$ cat config.mk
export PLATFORM = sky130hd
export DESIGN_NAME = compacting_unique_set_table
export DESIGN_NICKNAME = d
export VERILOG_FILES = /design/src/cust_pkg.sv /design/src/cust_mem.sv /design/src/cust_seq.sv /design/src/compacting_unique_set_table.sv
export SDC_FILE = /design/constraint.sdc
export NUM_CORES = 2
export LEC_CHECK = 0
export BUFFER_PORTS_ARGS = -buffer_cell sky130_fd_sc_hd__buf_4
export CAP_MARGIN = 20
export CORE_MARGIN = 3
export CORE_UTILIZATION = 50
export DETAILED_ROUTE_END_ITERATION = 7
export HOLD_SLACK_MARGIN = 0.05
export PLACE_DENSITY = 0.72
export RECOVER_POWER = 25
export SLEW_MARGIN = 20
export SYNTH_ARGS = -nofsm -noshare
export SYNTH_HDL_FRONTEND = slang
export SYNTH_SLANG_ARGS = --single-unit
$ cat constraint.sdc
create_clock -name clk -period 6.61 [get_ports clk]
set_input_delay 0.3305 -clock clk [delete_from_list [all_inputs] [get_ports clk]]
set_output_delay 0.3305 -clock clk [all_outputs]
set_load 0.005 [all_outputs]
$ cat src/cust_pkg.sv
// ----------------------------------------------------------------------------
// cust_pkg
// Shared constants, codes and types for the compacting unique set table.
// ----------------------------------------------------------------------------
package cust_pkg;

  localparam int CAPACITY    = 64;
  localparam int HANDLE_BITS = 32;

  // fixed field widths of the ports
  localparam int HANDLE_W = 32;
  localparam int OCC_W    = 7;

  localparam int AW    = (CAPACITY > 1) ? $clog2(CAPACITY) : 1;
  localparam int CNT_W = $clog2(CAPACITY + 1);

  typedef logic [HANDLE_BITS-1:0] key_t;
  typedef logic [AW-1:0]          addr_t;
  typedef logic [CNT_W-1:0]       cnt_t;

  typedef enum logic [1:0] {
    ACT_ADD    = 2'd0,
    ACT_REMOVE = 2'd1,
    ACT_QUERY  = 2'd2,
    ACT_CLEAR  = 2'd3
  } action_t;

  typedef enum logic [1:0] {
    STAT_DONE = 2'd0,
    STAT_FULL = 2'd1,
    STAT_NONE = 2'd2
  } status_t;

  typedef enum logic [1:0] {
    S_IDLE,
    S_SCAN,
    S_SHIFT,
    S_DONE
  } state_t;

  typedef struct packed {
    logic  we;
    addr_t waddr;
    key_t  wdata;
    logic  re;
    addr_t raddr;
  } mem_req_t;

  typedef struct packed {
    logic             present;
    status_t          status;
    logic [OCC_W-1:0] occupancy;
  } res_t;

endpackage

$ cat src/cust_mem.sv
// ----------------------------------------------------------------------------
// cust_mem
// Entry store: one write port and one registered read port.
// ----------------------------------------------------------------------------
module cust_mem (
  input  logic               clk,
  input  cust_pkg::mem_req_t req,
  output cust_pkg::key_t     rdata
);
  import cust_pkg::*;

  key_t mem [CAPACITY];
  key_t rdata_r;

  always_ff @(posedge clk) begin
    if (req.we) begin
      mem[req.waddr] <= req.wdata;
    end
    if (req.re) begin
      rdata_r <= mem[req.raddr];
    end
  end

  assign rdata = rdata_r;

endmodule

$ cat src/cust_seq.sv
// ----------------------------------------------------------------------------
// cust_seq
// Sequencer with the shared compare unit: walks the entries one per cycle
// to find a handle, then moves later entries down one slot on a remove.
// ----------------------------------------------------------------------------
module cust_seq (
  input  logic               clk,
  input  logic               rst_n,
  input  logic               in_accept,
  input  cust_pkg::action_t  in_act,
  input  cust_pkg::key_t     in_key,
  output logic               busy,
  output cust_pkg::mem_req_t mem_req,
  input  cust_pkg::key_t     rdata,
  output logic               res_valid,
  input  logic               res_ready,
  output cust_pkg::res_t     res
);
  import cust_pkg::*;

  state_t  state_r, state_nxt;
  action_t act_r, act_nxt;
  key_t    key_r, key_nxt;
  cnt_t    cnt_r, cnt_nxt;
  cnt_t    idx_r, idx_nxt;
  logic    pend_r, pend_nxt;
  cnt_t    pidx_r, pidx_nxt;
  logic    present_r, present_nxt;
  status_t status_r, status_nxt;

  logic hit;
  logic more;
  logic walk_end;
  logic add_ok;
  cnt_t pidx_dec;

  // one compare per cycle against the entry read in the previous cycle
  assign hit      = pend_r && (rdata == key_r);
  assign more     = idx_r < cnt_r;
  assign walk_end = hit || (!more && !pend_r);
  assign add_ok   = !hit && (cnt_r != cnt_t'(CAPACITY));
  assign pidx_dec = pidx_r - cnt_t'(1);

  // next state
  always_comb begin
    state_nxt = state_r;
    unique case (state_r)
      S_IDLE: begin
        if (in_accept) state_nxt = S_SCAN;
      end
      S_SCAN: begin
        if (walk_end) begin
          state_nxt = (act_r == ACT_REMOVE && hit) ? S_SHIFT : S_DONE;
        end
      end
      S_SHIFT: begin
        if (!more && !pend_r) state_nxt = S_DONE;
      end
      S_DONE: begin
        if (res_ready) state_nxt = S_IDLE;
      end
      default: state_nxt = S_IDLE;
    endcase
  end

  // datapath registers
  always_comb begin
    act_nxt     = act_r;
    key_nxt     = key_r;
    cnt_nxt     = cnt_r;
    idx_nxt     = idx_r;
    pend_nxt    = pend_r;
    pidx_nxt    = pidx_r;
    present_nxt = present_r;
    status_nxt  = status_r;
    case (state_r)
      S_IDLE: begin
        if (in_accept) begin
          act_nxt  = in_act;
          key_nxt  = in_key;
          idx_nxt  = '0;
          pend_nxt = 1'b0;
        end
      end
      S_SCAN: begin
        if (walk_end) begin
          present_nxt = hit;
          pend_nxt    = 1'b0;
          status_nxt  = STAT_DONE;
          case (act_r)
            ACT_ADD: begin
              if (hit) begin
                status_nxt = STAT_NONE;
              end else if (!add_ok) begin
                status_nxt = STAT_FULL;
              end else begin
                cnt_nxt = cnt_r + cnt_t'(1);
              end
            end
            ACT_REMOVE: begin
              if (!hit) status_nxt = STAT_NONE;
              idx_nxt = pidx_r + cnt_t'(1);
            end
            ACT_CLEAR: cnt_nxt = '0;
            default: ;
          endcase
        end else if (more) begin
          idx_nxt  = idx_r + cnt_t'(1);
          pend_nxt = 1'b1;
          pidx_nxt = idx_r;
        end else begin
          pend_nxt = 1'b0;
        end
      end
      S_SHIFT: begin
        if (more) begin
          idx_nxt  = idx_r + cnt_t'(1);
          pend_nxt = 1'b1;
          pidx_nxt = idx_r;
        end else begin
          pend_nxt = 1'b0;
          if (!pend_r) cnt_nxt = cnt_r - cnt_t'(1);
        end
      end
      default: ;
    endcase
  end

  // outputs
  always_comb begin
    mem_req       = '0;
    mem_req.wdata = key_r;
    busy          = 1'b1;
    res_valid     = 1'b0;
    unique case (state_r)
      S_IDLE: busy = 1'b0;
      S_SCAN: begin
        mem_req.re    = more;
        mem_req.raddr = idx_r[AW-1:0];
        mem_req.we    = walk_end && (act_r == ACT_ADD) && add_ok;
        mem_req.waddr = cnt_r[AW-1:0];
      end
      S_SHIFT: begin
        mem_req.re    = more;
        mem_req.raddr = idx_r[AW-1:0];
        mem_req.we    = pend_r;
        mem_req.waddr = pidx_dec[AW-1:0];
        mem_req.wdata = rdata;
      end
      S_DONE: res_valid = 1'b1;
      default: ;
    endcase
  end

  assign res.present   = present_r;
  assign res.status    = status_r;
  assign res.occupancy = OCC_W'(cnt_r);

  always_ff @(posedge clk) begin
    if (!rst_n) begin
      state_r <= S_IDLE;
      cnt_r   <= '0;
      idx_r   <= '0;
      pend_r  <= 1'b0;
    end else begin
      state_r <= state_nxt;
      cnt_r   <= cnt_nxt;
      idx_r   <= idx_nxt;
      pend_r  <= pend_nxt;
    end
  end

  always_ff @(posedge clk) begin
    act_r     <= act_nxt;
    key_r     <= key_nxt;
    pidx_r    <= pidx_nxt;
    present_r <= present_nxt;
    status_r  <= status_nxt;
  end

  a_cnt_bound: assert property (@(posedge clk) disable iff (!rst_n)
    cnt_r <= cnt_t'(CAPACITY))
    else $error("entry count above capacity");

  a_idle_hold: assert property (@(posedge clk) disable iff (!rst_n)
    (state_r == S_IDLE && !in_accept) |=> state_r == S_IDLE)
    else $error("sequencer left idle without a transaction");

  a_shift_addr: assert property (@(posedge clk) disable iff (!rst_n)
    (state_r == S_SHIFT && mem_req.we) |-> (pidx_dec < cnt_r))
    else $error("shift writes beyond the occupied entries");

  a_cnt_stable: assert property (@(posedge clk) disable iff (!rst_n)
    (state_r == S_IDLE || state_r == S_DONE) |=> $stable(cnt_r))
    else $error("entry count changed outside a request");

endmodule

$ cat src/compacting_unique_set_table.sv
// ----------------------------------------------------------------------------
// compacting_unique_set_table
// Bounded set of handles kept in insertion order with add, remove, query
// and clear requests, each answered by one result transaction.
// ----------------------------------------------------------------------------
// One request is in work at a time. Every request first walks the occupied
// entries through the single read port of the entry store, one entry per
// cycle, stopping at the first match. A remove that hits then moves each
// later entry down one slot, one entry per cycle. The finished result then
// waits in the sequencer until the output register can take it, and the
// next request is taken only after that. The input is stalled while a
// request is in work and while a finished result waits in a full, stalled
// output register. No clearing pass is needed after reset.
module compacting_unique_set_table (
  input  logic                          clk,
  input  logic                          rst_n,
  input  logic                          in_valid,
  output logic                          in_stall,
  input  logic [1:0]                    in_action,
  input  logic [cust_pkg::HANDLE_W-1:0] in_handle,
  output logic                          out_valid,
  input  logic                          out_stall,
  output logic                          out_present,
  output logic [1:0]                    out_status,
  output logic [cust_pkg::OCC_W-1:0]    out_occupancy
);
  import cust_pkg::*;

  logic     busy;
  logic     in_accept;
  logic     res_valid;
  logic     res_ready;
  res_t     res;
  mem_req_t mem_req;
  key_t     rdata;

  logic     out_valid_r, out_valid_nxt;
  res_t     out_r;

  assign in_stall  = busy;
  assign in_accept = in_valid && !busy;
  assign res_ready = !out_valid_r || !out_stall;

  cust_seq u_seq (
    .clk       (clk),
    .rst_n     (rst_n),
    .in_accept (in_accept),
    .in_act    (action_t'(in_action)),
    .in_key    (HANDLE_BITS'(in_handle)),
    .busy      (busy),
    .mem_req   (mem_req),
    .rdata     (rdata),
    .res_valid (res_valid),
    .res_ready (res_ready),
    .res       (res)
  );

  cust_mem u_mem (
    .clk   (clk),
    .req   (mem_req),
    .rdata (rdata)
  );

  always_comb begin
    out_valid_nxt = out_valid_r;
    if (res_valid && res_ready) begin
      out_valid_nxt = 1'b1;
    end else if (!out_stall) begin
      out_valid_nxt = 1'b0;
    end
  end

  always_ff @(posedge clk) begin
    if (!rst_n) begin
      out_valid_r <= 1'b0;
    end else begin
      out_valid_r <= out_valid_nxt;
    end
  end

  always_ff @(posedge clk) begin
    if (res_valid && res_ready) begin
      out_r <= res;
    end
  end

  assign out_valid     = out_valid_r;
  assign out_present   = out_r.present;
  assign out_status    = out_r.status;
  assign out_occupancy = out_r.occupancy;

endmodule

==> impl_metrics.csv <==
group,metric,value,unit
drt,antenna_left,0,
drt,via_per_inst,6.55,
synthesis,synth_top_family_by_area,"multiplexers",
sta,rsz0062_at_grt,"no",
cells_and_area,finalNonFillerCells,6997,
worst_setup_path,crit_arrival,5940,ps
power_and_ir_drop,peakVddDrop,0.000220,V
synthesis,async_flop_share,0,
global_routing,antenna_found_initial,7,
outcome,violations,"max-capacitance violations, max-slew violations",
floorplan,dieArea,0.172,mm²
power_and_ir_drop,leakage,28.9,nW
floorplan,start_util,0.505,
worst_setup_path,reg2reg_slack,1240,ps
drt,drt_iter0_markers,6856,
sta,timing.final.crit_share,0.812,
clocking,htreeDepth,4,
floorplan,num_rows,149,
worst_setup_path,end_kind,"register",
power_and_ir_drop,total_power,32.5,mW
global_routing,grt_pass1_wl,315000,µm
drt,wl_per_cell,31.3,µm
cells_and_area,syn2layout_area_growth,13.4,%
sta,finClkSkew,28.4,ps
synthesis,yosys-mux-area-fraction,0.105,
synthesis,synth_simple_gate_area_frac,0.0315,
drt,routed_wl,219000,µm
cells_and_area,utilization,0.572,
floorplan,fp.dieH,415,µm
drt,drc_errors,0,
placement,routabilityCongestion,0.879,
sta,slew_headroom,-1.01,
clocking,clkTransAtPathRegs,60,ps
worst_setup_path,rr_worst_depth,11,
synthesis,synth_edf_count,2134,
global_routing,grt_max_degree,112,
synthesis,syn_nets,4535,
sta,hold_ws,255,ps
synthesis,syn_inst,4481,
worst_hold_path,whs_endpoint,"u_seq.key_r[2]",
sta,setup_violations,0,
clocking,clock_sinks,2152,
cells_and_area,diodes,0,
floorplan,io_pins,50,
drt,vias,45800,
global_routing,grt_pass1_vias,44400,
cells_and_area,finalNetCount,4702,
synthesis,synth_compound_area_frac,0.0690,
outcome,outcome,"finished with violations",
placement,place_hpwl,127000,µm
worst_setup_path,r2r-end,"u_mem.rdata[5]",
worst_hold_path,hp-start,"in_handle[2]",
sta,finalHoldViolCount,0,
sta,setup_tns,0,ps
global_routing,grt_usage,0.251,
clocking,cts_max_path_buffers,3,
floorplan,core-area,0.165,mm²
clocking,cts_buffers,199,
worst_setup_path,start_kind,"register",
floorplan,die_x,415,µm
drt,drt_first_pass_iters,7,
clocking,cts_resized,0,
cells_and_area,final_common_cell,"edfxtp_1",
sta,worstMarginPinSlew,2990,ps
clocking,cts_tree,"done",
synthesis,synth_flop_cell,"edfxtp_1",
sta,finalCriticalPeriod,5370,ps
synthesis,synth_cell_type_count,64,
synthesis,netlist_area,0.0834,mm²
synthesis,synth-xor-area-share,0.00430,
sta,slew_viol_final,427,
cells_and_area,drive_gt1_frac,0.171,
synthesis,yosys.area_share.adder,0.00240,
global_routing,gr-total-overflow,0,
power_and_ir_drop,p_per_area,343,mW/mm²
worst_setup_path,startpoint,"u_seq.state_r[0]",
job,drv_cap,12,
worst_setup_path,cp_data_required_time,7180,ps
placement,dp_cells,6597,
worst_setup_path,crit_fanout,49,
clocking,root_buffer,"clkbuf_16",
worst_setup_path,r2r-start,"u_seq.state_r[0]",
synthesis,ys_seq_area_frac,0.772,
synthesis,avgSynthCellArea,18.6,µm²
worst_setup_path,path_class,"register to register",
worst_hold_path,min_path_cells,2,
worst_hold_path,hp-class,"input pin to register",
synthesis,ys_ff_latch,2152,
sta,fmax,186,MHz
clocking,clock_latency,830,ps
cells_and_area,final_cell_mix,"edfxtp_1, nand2_1, o22ai_1",
placement,port_buffers,49,
synthesis,yosys_warnings,0,
[sequential cells by signal, indices dropped and copies added (netlist names)]
signal and count:
u_seq.status_r 2, out_valid 1, out_occupancy 7, u_seq.pend_r 1, u_seq.pidx_r 7, u_seq.idx_r 7, u_mem.rdata 32, out_present 1
u_seq.act_r 2, u_seq.state_r 2, u_seq.cnt_r 7, u_seq.present_r 1, u_seq.key_r 32, out_status 2, u_mem.mem 2048
[cell families after synthesis]
family                   after synthesis
multiplexers                         546
flip-flops                          2152
buffers and inverters                311
XOR/XNOR                              41
adder cells (fa/ha/maj)               16
AND/OR/NAND/NOR                      598
AO/OA/AOI/OAI                        817
[where the power goes]
part	switching (mW)	leakage (nW)	internal (mW)
Combinational	3.38	6.51	1.04
Clock	4.90	3.08	6.32
Sequential	0.317	19.3	16.5
[synth_stat cells (18+ instances only)]
cell type,number,area (µm²)
edfxtp_1,2134,64100
nand2_1,297,1110
o22ai_1,260,1630
mux4_2,258,5810
a211oi_1,255,1910
mux2i_1,255,2550
clkbuf_1,150,563
nand3_1,143,716
buf_2,111,556
nor2_1,86,323
o31ai_1,63,473
o21ai_0,55,275
o311ai_0,55,482
mux2_2,33,372
o211ai_1,33,248
o21a_1,32,240
xor2_1,27,236
buf_1,24,90.1
inv_1,23,86.3
dfxtp_1,18,360
[worst max-delay path by stage]
stage | endpoint | slack [ps] | cells after the start
2_1_floorplan | u_mem.mem[0][1] | 1890 | 7
3_3_place_gp | u_mem.rdata[4] | 1060 | 11
3_5_place_dp | u_mem.rdata[12] | 1470 | 11
4_1_cts | u_mem.rdata[5] | 1390 | 11
5_1_grt | u_mem.rdata[4] | 1260 | 11
6_report | u_mem.rdata[5] | 1240 | 11
[through the flow]
stage               cell area [µm²]  setup slack (ps)
finish                        94600              1240
global route                  94600              1260
CTS                           94700              1390
detailed placement            88000              1470
global placement              87100              1060
floorplan                     83400              1890
[cell type report]
| cell class | count | area (µm²) |
|---|---|---|
| clock buffer | 240 | 5270 |
| clock inverter | 121 | 1070 |
| fill | 11900 | 70700 |
| inverter | 23 | 86.3 |
| multi-input combinational | 2018 | 18200 |
| sequential | 2152 | 64400 |
| tap | 2189 | 2740 |
| timing repair buffer | 254 | 2810 |
[routing by layer]
layer	GRT usage	vias to the layer above	routed length (µm)
li1	-	18800	-
met1	0.359	23700	83800
met2	0.367	2918	97500
met3	0.0649	431	26900
met4	0.111	2	10500
met5	0	-	13
[critical path: stages (launching register included)]
cell and delay (ps):
dfxtp_1 420, inv_1 110, ha_1 550, buf_4 290, nand3_4 790, buf_4 630
buf_4 300, o22ai_1 180, a211oi_1 70, o311ai_0 800, o21ai_0 580, o21a_1 330
[what timing repair did]
action,in CTS,in global routing
hold buffers,37,1
endpoints found under the hold margin,56,10
setup buffers,0,0
Power figures use the tool's default switching activity.
